### config.mk
export PLATFORM = sky130hd
export DESIGN_NAME = modular_arithmetic_unit
export DESIGN_NICKNAME = d
export VERILOG_FILES = /design/src/hw/rtl/mau_pkg.sv /design/src/hw/rtl/modular_arithmetic_unit.sv /design/src/hw/rtl/mau_front.sv /design/src/hw/rtl/mau_queue.sv /design/src/hw/rtl/mau_back.sv
export SDC_FILE = /design/constraint.sdc
export NUM_CORES = 2
export LEC_CHECK = 0
export ABC_CLOCK_PERIOD_IN_PS = 14200
export CAP_MARGIN = 20
export CORE_ASPECT_RATIO = 1.4
export CORE_MARGIN = 10
export CORE_UTILIZATION = 66
export DETAILED_ROUTE_END_ITERATION = 6
export DONT_BUFFER_PORTS = 1
export PLACE_DENSITY = 0.82
export SLEW_MARGIN = 40
export SYNTH_ARGS = -nofsm -noshare
export SYNTH_HDL_FRONTEND = slang
export SYNTH_HIERARCHICAL = 1
export SYNTH_SLANG_ARGS = --single-unit
### constraint.sdc
create_clock -name clk -period 14.2 [get_ports clk]
set_input_delay 2.84 -clock clk [delete_from_list [all_inputs] [get_ports clk]]
set_output_delay 2.84 -clock clk [all_outputs]
set_load 0.1 [all_outputs]
### src/hw/rtl/mau_pkg.sv
// Package for the modular arithmetic unit: widths, operation codes and shared types.
// No dependencies.
`default_nettype none
package mau_pkg;
	localparam int RW = 31;
	localparam int EW = 32;
	localparam int QDEPTH = 2;
	localparam logic [RW-1:0] MOD_RESET = RW'(1000000007);
	typedef enum logic [2:0] {
		OP_ADD = 3'd0,
		OP_SUB = 3'd1,
		OP_MUL = 3'd2,
		OP_DIV = 3'd3,
		OP_POW = 3'd4
	} op_t;
	typedef enum logic [1:0] {
		CL_DIRECT = 2'd0,
		CL_MUL = 2'd1,
		CL_POW = 2'd2,
		CL_DIV = 2'd3
	} cls_t;
	typedef struct packed {
		cls_t cls;
		logic [RW-1:0] a;
		logic [EW-1:0] b;
		logic [RW-1:0] r;
	} job_t;
	typedef enum logic [3:0] {
		ST_IDLE, ST_RA, ST_RB, ST_DISP, ST_MUL, ST_PSTEP, ST_PMUL, ST_PSQR,
		ST_DIVMUL, ST_DONE
	} st_t;
endpackage
`default_nettype wire

### src/hw/rtl/modular_arithmetic_unit.sv
// Modular arithmetic unit: result residues over a configurable modulus.
// Top level; depends on mau_pkg, mau_front, mau_queue and mau_back.
//
// Requests enter through push/full and results leave through empty/pop, one
// result per request, in order. The modulus register sits at byte address 0 of
// the APB-style port and resets to 1000000007; reads return it.
// A front stage classifies each request and places it in a two-entry queue;
// the back unit runs one request at a time. The back unit first reduces both
// operands, then finishes add or subtract. Multiply adds a pass of the
// bit-serial shift-and-add multiplier. Power takes 32 exponent steps, each a
// step state and a square, with a multiply before the square where the
// exponent bit is set; divide raises the divisor to the modulus minus 2 the
// same way, then adds a final multiply. The top bit of the divide exponent
// is always zero. A zero divisor or a modulus of 1 gives a zero result.
// After reset the queue is empty and the unit idle. While the receiver does
// not pop, the result stays on the port, the back unit holds, and the queue and
// front fill up; full is high whenever the front holds a request.
`default_nettype none
module modular_arithmetic_unit import mau_pkg::*; (
	input wire logic clk,
	input wire logic arst_n,
	input wire logic push,
	output logic full,
	input wire logic [2:0] req_type,
	input wire logic [RW-1:0] operand_a,
	input wire logic [EW-1:0] operand_b,
	output logic empty,
	input wire logic pop,
	output logic [RW-1:0] result,
	input wire logic psel,
	input wire logic penable,
	input wire logic pwrite,
	input wire logic [1:0] paddr,
	input wire logic [31:0] pwdata,
	output logic [31:0] prdata,
	output logic pready
);
	logic [RW-1:0] modulus_q;
	logic q_push, q_full, q_rd, q_empty;
	job_t q_in, q_out;
	assign pready = 1'b1;
	assign prdata = (paddr == 2'd0) ? {1'b0, modulus_q} : 32'd0;
	always_ff @(posedge clk or negedge arst_n) begin
		if (!arst_n) modulus_q <= MOD_RESET;
		else if (psel && penable && pwrite && paddr == 2'd0) modulus_q <= pwdata[RW-1:0];
	end
	mau_front u_front (.clk, .arst_n, .push, .full, .req_type, .operand_a, .operand_b,
		.q_push, .q_full, .q_job(q_in));
	mau_queue u_queue (.clk, .arst_n, .wr(q_push), .qfull(q_full), .wdata(q_in),
		.rd(q_rd), .qempty(q_empty), .rdata(q_out));
	mau_back u_back (.clk, .arst_n, .modulus(modulus_q), .qempty(q_empty), .job(q_out),
		.rd(q_rd), .empty, .pop, .result);
endmodule
`default_nettype wire

### src/hw/rtl/mau_front.sv
// Front part: accepts requests and classifies each by operation.
// Depends on mau_pkg.
`default_nettype none
module mau_front import mau_pkg::*; (
	input wire logic clk,
	input wire logic arst_n,
	input wire logic push,
	output logic full,
	input wire logic [2:0] req_type,
	input wire logic [RW-1:0] operand_a,
	input wire logic [EW-1:0] operand_b,
	output logic q_push,
	input wire logic q_full,
	output job_t q_job
);
	logic v_q;
	job_t j_q;
	job_t j_d;
	always_comb begin
		j_d.a = operand_a;
		j_d.b = operand_b;
		j_d.r = '0;
		case (req_type)
			OP_ADD, OP_SUB: j_d.cls = CL_DIRECT;
			OP_MUL: j_d.cls = CL_MUL;
			OP_DIV: j_d.cls = CL_DIV;
			OP_POW: j_d.cls = CL_POW;
			default: j_d.cls = CL_DIRECT;
		endcase
		j_d.r[1:0] = (req_type == OP_ADD) ? 2'd1 : (req_type == OP_SUB) ? 2'd2 : 2'd0;
	end
	assign full = v_q;
	assign q_push = v_q && !q_full;
	assign q_job = j_q;
	always_ff @(posedge clk or negedge arst_n) begin
		if (!arst_n) begin
			v_q <= 1'b0;
		end else if (push && !v_q) begin
			v_q <= 1'b1;
		end else if (q_push) begin
			v_q <= 1'b0;
		end
	end
	always_ff @(posedge clk) begin
		if (push && !v_q) begin
			j_q <= j_d;
		end
	end
endmodule
`default_nettype wire

### src/hw/rtl/mau_queue.sv
// Short queue of classified jobs between front and back.
// Depends on mau_pkg.
`default_nettype none
module mau_queue import mau_pkg::*; (
	input wire logic clk,
	input wire logic arst_n,
	input wire logic wr,
	output logic qfull,
	input wire job_t wdata,
	input wire logic rd,
	output logic qempty,
	output job_t rdata
);
	job_t mem_q [QDEPTH];
	logic wp_q, rp_q;
	logic [1:0] cnt_q;
	assign qfull = cnt_q == 2'(QDEPTH);
	assign qempty = cnt_q == 2'd0;
	assign rdata = mem_q[rp_q];
	always_ff @(posedge clk or negedge arst_n) begin
		if (!arst_n) begin
			wp_q <= 1'b0;
			rp_q <= 1'b0;
			cnt_q <= 2'd0;
		end else begin
			if (wr) wp_q <= ~wp_q;
			if (rd) rp_q <= ~rp_q;
			cnt_q <= cnt_q + 2'(wr) - 2'(rd);
		end
	end
	always_ff @(posedge clk) begin
		if (wr) mem_q[wp_q] <= wdata;
	end
endmodule
`default_nettype wire

### src/hw/rtl/mau_back.sv
// Back part: reduces operands, runs a bit-serial modular multiplier and the
// square-and-multiply sequencer, and holds the result. Depends on mau_pkg.
`default_nettype none
module mau_back import mau_pkg::*; (
	input wire logic clk,
	input wire logic arst_n,
	input wire logic [RW-1:0] modulus,
	input wire logic qempty,
	input wire job_t job,
	output logic rd,
	output logic empty,
	input wire logic pop,
	output logic [RW-1:0] result
);
	st_t st_q, st_d;
	logic [RW:0] m;
	logic [EW-1:0] e_q;
	logic [RW:0] a_q, b_q, acc_q, base_q, x_q, y_q, p_q, pa_q;
	logic [1:0] sub_q;
	cls_t cls_q;
	logic [6:0] i_q;
	logic [6:0] ecnt_q;
	logic [EW-1:0] bred_q;
	logic [EW-1:0] ared_q;
	logic [RW:0] res_q;
	logic [RW+1:0] dbl, dadd;
	logic [RW:0] dbl_r, add_r;
	assign m = (modulus < RW'(2)) ? (RW+1)'(1) : {1'b0, modulus};
	assign dbl = {1'b0, p_q} + {1'b0, p_q};
	assign dbl_r = (dbl >= {1'b0, m}) ? (RW+1)'(dbl - {1'b0, m}) : dbl[RW:0];
	assign dadd = {1'b0, dbl_r} + {1'b0, x_q};
	assign add_r = (dadd >= {1'b0, m}) ? (RW+1)'(dadd - {1'b0, m}) : dadd[RW:0];
	logic [RW+1:0] s2;
	logic [RW:0] addres, subres;
	assign s2 = {1'b0, a_q} + {1'b0, b_q};
	assign addres = (s2 >= {1'b0, m}) ? (RW+1)'(s2 - {1'b0, m}) : s2[RW:0];
	assign subres = (a_q >= b_q) ? a_q - b_q : a_q + m - b_q;
	logic mdone;
	assign mdone = i_q == 7'd0;
	always_comb begin
		st_d = st_q;
		case (st_q)
			ST_IDLE: if (!qempty) st_d = ST_RA;
			ST_RA: st_d = ST_RB;
			ST_RB: if (i_q == 7'd0) st_d = ST_DISP;
			ST_DISP: begin
				case (cls_q)
					CL_MUL: st_d = ST_MUL;
					CL_POW, CL_DIV: st_d = ST_PSTEP;
					default: st_d = ST_DONE;
				endcase
				if (cls_q == CL_DIV && (b_q == '0 || m == (RW+1)'(1))) st_d = ST_DONE;
			end
			ST_MUL, ST_DIVMUL: if (mdone) st_d = ST_DONE;
			ST_PSTEP: begin
				if (ecnt_q == 7'd0) st_d = (cls_q == CL_DIV) ? ST_DIVMUL : ST_DONE;
				else if (e_q[0]) st_d = ST_PMUL;
				else st_d = ST_PSQR;
			end
			ST_PMUL: if (mdone) st_d = ST_PSQR;
			ST_PSQR: if (mdone) st_d = ST_PSTEP;
			ST_DONE: if (pop) st_d = ST_IDLE;
			default: st_d = ST_IDLE;
		endcase
	end
	assign rd = (st_q == ST_IDLE) && !qempty;
	assign empty = st_q != ST_DONE;
	assign result = res_q[RW-1:0];
	always_ff @(posedge clk or negedge arst_n) begin
		if (!arst_n) st_q <= ST_IDLE;
		else st_q <= st_d;
	end
	always_ff @(posedge clk) begin
		case (st_q)
			ST_IDLE: begin
				a_q <= {1'b0, job.a};
				ared_q <= EW'(job.a);
				bred_q <= job.b;
				b_q <= {1'b0, job.b[EW-1:0] > EW'({1'b0, {RW{1'b1}}}) ? {RW{1'b1}}
					: job.b[RW-1:0]};
				e_q <= job.b;
				cls_q <= job.cls;
				sub_q <= job.r[1:0];
				ecnt_q <= 7'(EW);
			end
			ST_RA: begin
				// Reduce both operands one shifted bit per cycle.
				b_q <= '0;
				p_q <= '0;
				pa_q <= '0;
				i_q <= 7'(EW);
			end
			ST_RB: begin
				if (i_q != 7'd0) begin
					p_q <= ({1'b0, p_q, bred_q[EW-1]} >= {2'b0, m}) ?
						(RW+1)'({1'b0, p_q, bred_q[EW-1]} - {2'b0, m}) :
						(RW+1)'({p_q, bred_q[EW-1]});
					pa_q <= ({1'b0, pa_q, ared_q[EW-1]} >= {2'b0, m}) ?
						(RW+1)'({1'b0, pa_q, ared_q[EW-1]} - {2'b0, m}) :
						(RW+1)'({pa_q, ared_q[EW-1]});
					bred_q <= {bred_q[EW-2:0], 1'b0};
					ared_q <= {ared_q[EW-2:0], 1'b0};
					i_q <= i_q - 7'd1;
					b_q <= '0;
				end else begin
					b_q <= p_q;
					a_q <= pa_q;
				end
			end
			ST_DISP: begin
				acc_q <= (m == (RW+1)'(1)) ? '0 : (RW+1)'(1);
				x_q <= a_q;
				y_q <= b_q;
				p_q <= '0;
				i_q <= 7'(RW + 1);
				res_q <= (cls_q != CL_DIRECT) ? '0 : (sub_q == 2'd1) ? addres :
					(sub_q == 2'd2) ? subres : '0;
				if (cls_q == CL_POW) begin
					base_q <= a_q;
				end else begin
					base_q <= b_q;
					e_q <= EW'(m - (RW+1)'(2));
				end
			end
			ST_MUL, ST_PMUL, ST_PSQR, ST_DIVMUL: begin
				if (!mdone) begin
					p_q <= y_q[RW] ? add_r : dbl_r;
					y_q <= {y_q[RW-1:0], 1'b0};
					i_q <= i_q - 7'd1;
				end else begin
					case (st_q)
						ST_MUL, ST_DIVMUL: res_q <= p_q;
						ST_PMUL: acc_q <= p_q;
						default: begin
							base_q <= p_q;
							e_q <= {1'b0, e_q[EW-1:1]};
							ecnt_q <= ecnt_q - 7'd1;
						end
					endcase
					p_q <= '0;
					i_q <= 7'(RW + 1);
					if (st_q == ST_PMUL) begin
						x_q <= base_q;
						y_q <= base_q;
					end
				end
			end
			ST_PSTEP: begin
				p_q <= '0;
				i_q <= 7'(RW + 1);
				if (ecnt_q == 7'd0) begin
					res_q <= acc_q;
					x_q <= a_q;
					y_q <= acc_q;
				end else if (e_q[0]) begin
					x_q <= acc_q;
					y_q <= base_q;
				end else begin
					x_q <= base_q;
					y_q <= base_q;
				end
			end
			default: begin
			end
		endcase
	end
endmodule
`default_nettype wire

=== Word level (Yosys, flattened, before mapping) ===
Memory sizes are Yosys's and may differ from the RTL's.
Cells that the tools add are included.
Widths: inputs -> output; s select.

* Memories: 1
* Word-level logic and storage cells: 209
* Bits in writable memories: 134
* Bits in registers: 508
* Output and inout port bits: 66

{| class="wikitable"
|+ Memory list
! name !! words !! bits a word !! rd ports !! clocked after Yosys merged registers in !! wr ports !! line !! RTL
|-
| u_queue.mem_q || 2 || 67 || 1 || 0 || 1 || mau_queue.sv:14 || <nowiki>job_t mem_q [QDEPTH];</nowiki>
|}

* Reduce and logical (&&, ||, !) cells: 46
* Add/subtract/negate cells: 16
* Bitwise operators: 2
* Muxes and demuxes: 74
* Equality and inequality tests: 36
* Order comparisons: 8

{| class="wikitable"
|+ Operators with widths
! kind !! number
|-
| $mux 32 || 26
|-
| $pmux 32 s3 || 5
|-
| $pmux 32 s2 || 6
|-
| $mux 31 || 11
|-
| $ge 33x31->1 || 5
|-
| $sub 32x32->32 || 4
|-
| $add 32x32->33 || 3
|-
| $pmux 31 s3 || 1
|-
| $sub 31x31->31 || 3
|-
| $pmux 4 s9 || 1
|-
| $eq 32x1->1 const B || 1
|-
| $ge 32x32->1 || 1
|-
| $gt 32x31->1 const B || 1
|-
| $logic_not 32->1 || 1
|-
| $mux 4 || 8
|-
| $sub 32x2->32 const B || 1
|-
| $add 31x31->31 || 1
|-
| $lt 31x2->1 const B || 1
|-
| $mux 7 || 4
|-
| $pmux 7 s3 || 1
|-
| $eq 4x3->1 const B || 4
|-
| $ne 2x1->1 const B || 8
|-
| $logic_not 7->1 || 2
|-
| $pmux 7 s2 || 1
|-
| other kinds (35) || 82
|}

=== Depth between registers and ports, before layout ===
* Depth after elaboration: 10
* Mapped depth: 38
* Mapped depth without buffers: 35

=== Cells and area by module ===
Netlist, hierarchy kept.

{| class="wikitable"
|+ Modules (own cells, without submodules)
! module !! times used !! cells an instance !! sequential area each (um2) !! area each (um2)
|-
| mau_back || 1 || 4,102 || 12,141.6 || 35,084.9
|-
| mau_queue || 1 || 314 || 5,865.6 || 7,241.9
|-
| mau_front || 1 || 106 || 2,037.0 || 2,314.7
|-
| modular_arithmetic_unit || 1 || 106 || 795.8 || 1,572.8
|}

=== Worst setup path before layout ===
Ideal clock, no wire load.

* Kind: reg2reg
* From: reg modulus_q[15]
* To: reg u_back.p_q[18], data pin
* Buffers on the path: 6
* Arrival: 7.300 ns
* Clock period less this slack: 7.575 ns
* Stages on the path, launching flop included: 34
* Path slack: 6.625 ns
* Path through: dfstp_2 > inv_1 > ha_1 > clkbuf_1 > nand4_1 > or3_1 > or3_1 > nand3b_1 > o21ai_0 > a21o_1 > buf_2 > buf_2 > nor2_1 > a21oi_1 > ha_1 > clkbuf_1 > or4_1 > and3_1 > a221oi_1 > o2111ai_1 > a31oi_1 > o21ai_1 > a21o_1 > a21oi_1 > xnor2_1 > ha_1 > a22o_1 > a2111oi_0 > and2_1 > nand4bb_1 > clkbuf_1 > buf_2 > mux2i_1 > o221ai_1

* Cells in the longest elaborated chain, start to end: 10
* Elaborated cells between the ends (all ways): 16
* Those cells by class: add/sub (4); order compare (4); mux (8)

{| class="wikitable"
|+ Ends and longest elaborated chain
! element !! line !! RTL
|-
| start: declaration || modular_arithmetic_unit.sv:38 || <nowiki>logic [RW-1:0] modulus_q;</nowiki>
|-
| start signal: assignment || modular_arithmetic_unit.sv:45 || <nowiki>else if (psel && penable && pwrite && paddr == 2'd0) modulus_q <= pwdata[RW-1:0];</nowiki>
|-
| $lt 31x2->1 || mau_back.sv:28 || <nowiki>assign m = (modulus < RW'(2)) ? (RW+1)'(1) : {1'b0, modulus};</nowiki>
|-
| $mux 31 * || mau_back.sv:28 ||
|-
| $sub 32x32->32 / $ge 33x31->1 (equally long branches) || mau_back.sv:30 || <nowiki>assign dbl_r = (dbl >= {1'b0, m}) ? (RW+1)'(dbl - {1'b0, m}) : dbl[RW:0];</nowiki>
|-
| $mux 32 || mau_back.sv:30 ||
|-
| $add 32x32->33 || mau_back.sv:31 || <nowiki>assign dadd = {1'b0, dbl_r} + {1'b0, x_q};</nowiki>
|-
| $sub 32x32->32 / $ge 33x31->1 (equally long branches) || mau_back.sv:32 || <nowiki>assign add_r = (dadd >= {1'b0, m}) ? (RW+1)'(dadd - {1'b0, m}) : dadd[RW:0];</nowiki>
|-
| $mux 32 || mau_back.sv:32 ||
|-
| $mux 32 || mau_back.sv:127 || <nowiki>p_q <= y_q[RW] ? add_r : dbl_r;</nowiki>
|-
| $mux 32 || mau_back.sv:126 || <nowiki>if (!mdone) begin</nowiki>
|-
| $pmux 32 s3 * || mau_back.sv:74 || <nowiki>case (st_q)</nowiki>
|-
| end signal: assignment || mau_back.sv:95 || <nowiki>p_q <= ({1'b0, p_q, bred_q[EW-1]} >= {2'b0, m}) ?</nowiki>
|-
| end signal: assignment || mau_back.sv:127 ||
|-
| end: declaration || mau_back.sv:18 || <nowiki>logic [RW:0] a_q, b_q, acc_q, base_q, x_q, y_q, p_q, pa_q;</nowiki>
|}

Mark *: on every way between the ends. The rest lies on a longest branch, timed or not. The select of a mux whose other input is x is not followed.
A chain may end at the register's enable or synchronous reset.

=== Worst setup path in the final report ===
* From: reg modulus_q[27]
* To: reg u_back.p_q[1], data pin

The elaborated chain is that of the path after synthesis.

==> run_results.csv <==
group,metric,value,unit
sta,rsz0062_at_grt,"false",
worst_setup_path,worstSetupEndpointType,"flip-flop",
yosys,syn_nets,4910,
route,first_pass_iters,7,
cts,cts_resized,0,
sta,finalHoldViolCount,0,
route,ant_nets,0,
cts,tritoncts,"yes",
cts,htree_levels,2,
min_path,min_path_type,"flip-flop to flip-flop",
floorplanning,die_w,238,um
worst_setup_path,critPathMostFrequentCell,"a21oi_1",
final_layout,nFillCells,4676,
grt,first_global_vias,35873,
placement,numPortBuffers,0,
final_layout,layout.nets,4864,
route,drt_iter0_markers,5144,
route,vias,37490,
route,routed_via_density,6.99,
cts,clk_pin_slew_worst_paths,0.09,ns
worst_setup_path,slowest_stage,"clkinv_1",
floorplanning,initial_core_util,66.8,%
final_layout,layout-drive-gt1-share,9.95,%
sta,clock_skew,0.0392,ns
cts,cts_setup_buffers,0,
worst_setup_path,cp.required,14.62,ns
worst_setup_path,crit_arrival,10.39,ns
run_status,violations,"DRC",
cts,clock_latency,0.69,ns
worst_setup_path,worstSetupPathType,"flip-flop to flip-flop",
cts,ctsHoldBuffers,0,
sta,worst_pin_slew,0.981,ns
sta,fin_crit_sh,70.2,%
floorplanning,die_height,325,um
floorplanning,dieArea,77400,um2
grt,grt_first_pass_wirelength,223000,um
final_layout,syn2layout_area_growth,8.30,%
job,drv_cap,0,
grt,antenna_found_initial,10,
worst_setup_path,cp-start-kind,"flip-flop",
grt,grt_max_degree,96,
yosys,synth_warnings,6,
worst_setup_path,cp_max_fo,39,
placement,dpl.hpwl,112000,um
yosys,synthCells,4509,
sta,finalMaxSlewViolations,0,
yosys,syn_area_per_cell,9.74,um2
placement,gp_congestion,1.10,
sta,fmax,100,MHz
sta,setup_violations,0,
floorplanning,coreArea,65700,um2
route,drt-total-wl,155000,um
worst_setup_path,r2r_slack,4.23,ns
grt,grt_overflow,0,
cts,cts_made_buffers,59,
floorplanning,rows,111,
floorplanning,ios,173,
worst_setup_path,slowest_delay,0.75,ns
route,wl_per_cell,28.8,um
cts,cts.path.max_buffers,3,
sta,tns,0,ns
route,route.detailed.drc,15,
run_status,status,"finished, violations left",
cts,cts-root-buf,"clkbuf_16",
final_layout,postLayoutCellArea,47600,um2
yosys,synthesis.area,43900,um2
placement,placed_area,45200,um2
sta,fin_crit,9.97,ns
cts,clock_sinks,642,
grt,grt.total_usage,38.5,%
sta,timing.slew.headroom,34.4,%
==> critical path, delay by kind of cell (launching register included) <==
family | cells | cell delay [ns]
AOI/OAI and AO/OA | 18 | 4.23
and+or+nand+nor | 8 | 1.92
buffers and inverters | 3 | 1.46
adders and majority gates | 3 | 1.16
DFF | 1 | 0.63
xor gates and xnor gates | 2 | 0.30
==> through the flow <==
| stage | instances | hold slack (ns) | setup WS (ns) | util [%] |
|---|---|---|---|---|
| final | 5365 | 0.443 | 4.23 | 72.4 |
| after floorplan | 4509 | 0.421 | 6.63 | - |
| after global placement | 5209 | 0.422 | 4.77 | 68.1 |
| after detailed placement | 5230 | 0.431 | 4.78 | 68.8 |
| after global routing | 5361 | 0.451 | 3.85 | 72.4 |
| after CTS | 5342 | 0.446 | 4.71 | 71.8 |
==> final cells by class <==
class | instances | area, um2 | area share (%)
repair buffers | 112 | 1340 | 2.81
clock buffers | 79 | 1600 | 3.37
well taps | 847 | 1060 | 2.23
multi-input cells | 3404 | 23200 | 48.7
flip-flops and latches | 642 | 19100 | 40.2
clock inverters | 33 | 362 | 0.760
diodes | 4 | 10.0 | 0.0210
inverters | 244 | 916 | 1.93
==> layer usage <==
layer	share of wire [%]	track usage, %	vias up	routed length, um
li1	-	-	16369	-
met1	34	44.3	17675	52300
met2	44	59.2	2712	68500
met3	12	9.96	734	17900
met4	10	32.8	0	16100
met5	0	0	-	0
==> worst paths after layout <==
check,startpoint,endpoint,depth (start not counted)
max reg2reg,modulus_q[27],u_back/p_q[1],34
max in group asynchronous,arst_n,modulus_q[14],0
min reg2reg,u_front/q_job[44],u_queue/mem_q[0][44],0
min in group asynchronous,arst_n,modulus_q[30],0
min,u_front/q_job[44],u_queue/mem_q[0][44],0
max,modulus_q[27],u_back/p_q[1],34
==> flip-flops by register name, summed over array words and instances (netlist names), 31 cells and up <==
register       cells
u_back/p_q        32
u_back/b_q        32
u_back/pa_q       32
modulus_q         31
u_front/q_job     67
u_back/base_q     32
u_back/bred_q     32
u_back/acc_q      32
u_queue/mem_q    134
u_back/e_q        32
u_back/ared_q     32
u_back/res_q      31
u_back/x_q        32
u_back/y_q        32
u_back/a_q        32
==> cells in the final DEF, fill, tap and decap left out, types with 42 or more instances in the layout <==
master	instances
buf_4	70
nand2_1	614
and3_1	47
nand3_1	53
xnor2_1	199
nor2_1	322
ha_1	256
a21oi_1	375
a21o_1	126
a221oi_1	51
o21bai_1	42
clkbuf_16	70
xor2_1	84
nor3_1	57
mux2i_1	51
inv_1	242
edfxtp_1	602
o21ai_0	298
mux2_2	47
mux2_4	63
nand4_1	53
Power is not shown: default switching activity piles up to over one toggle a cycle in this logic, so the estimate is an artifact.
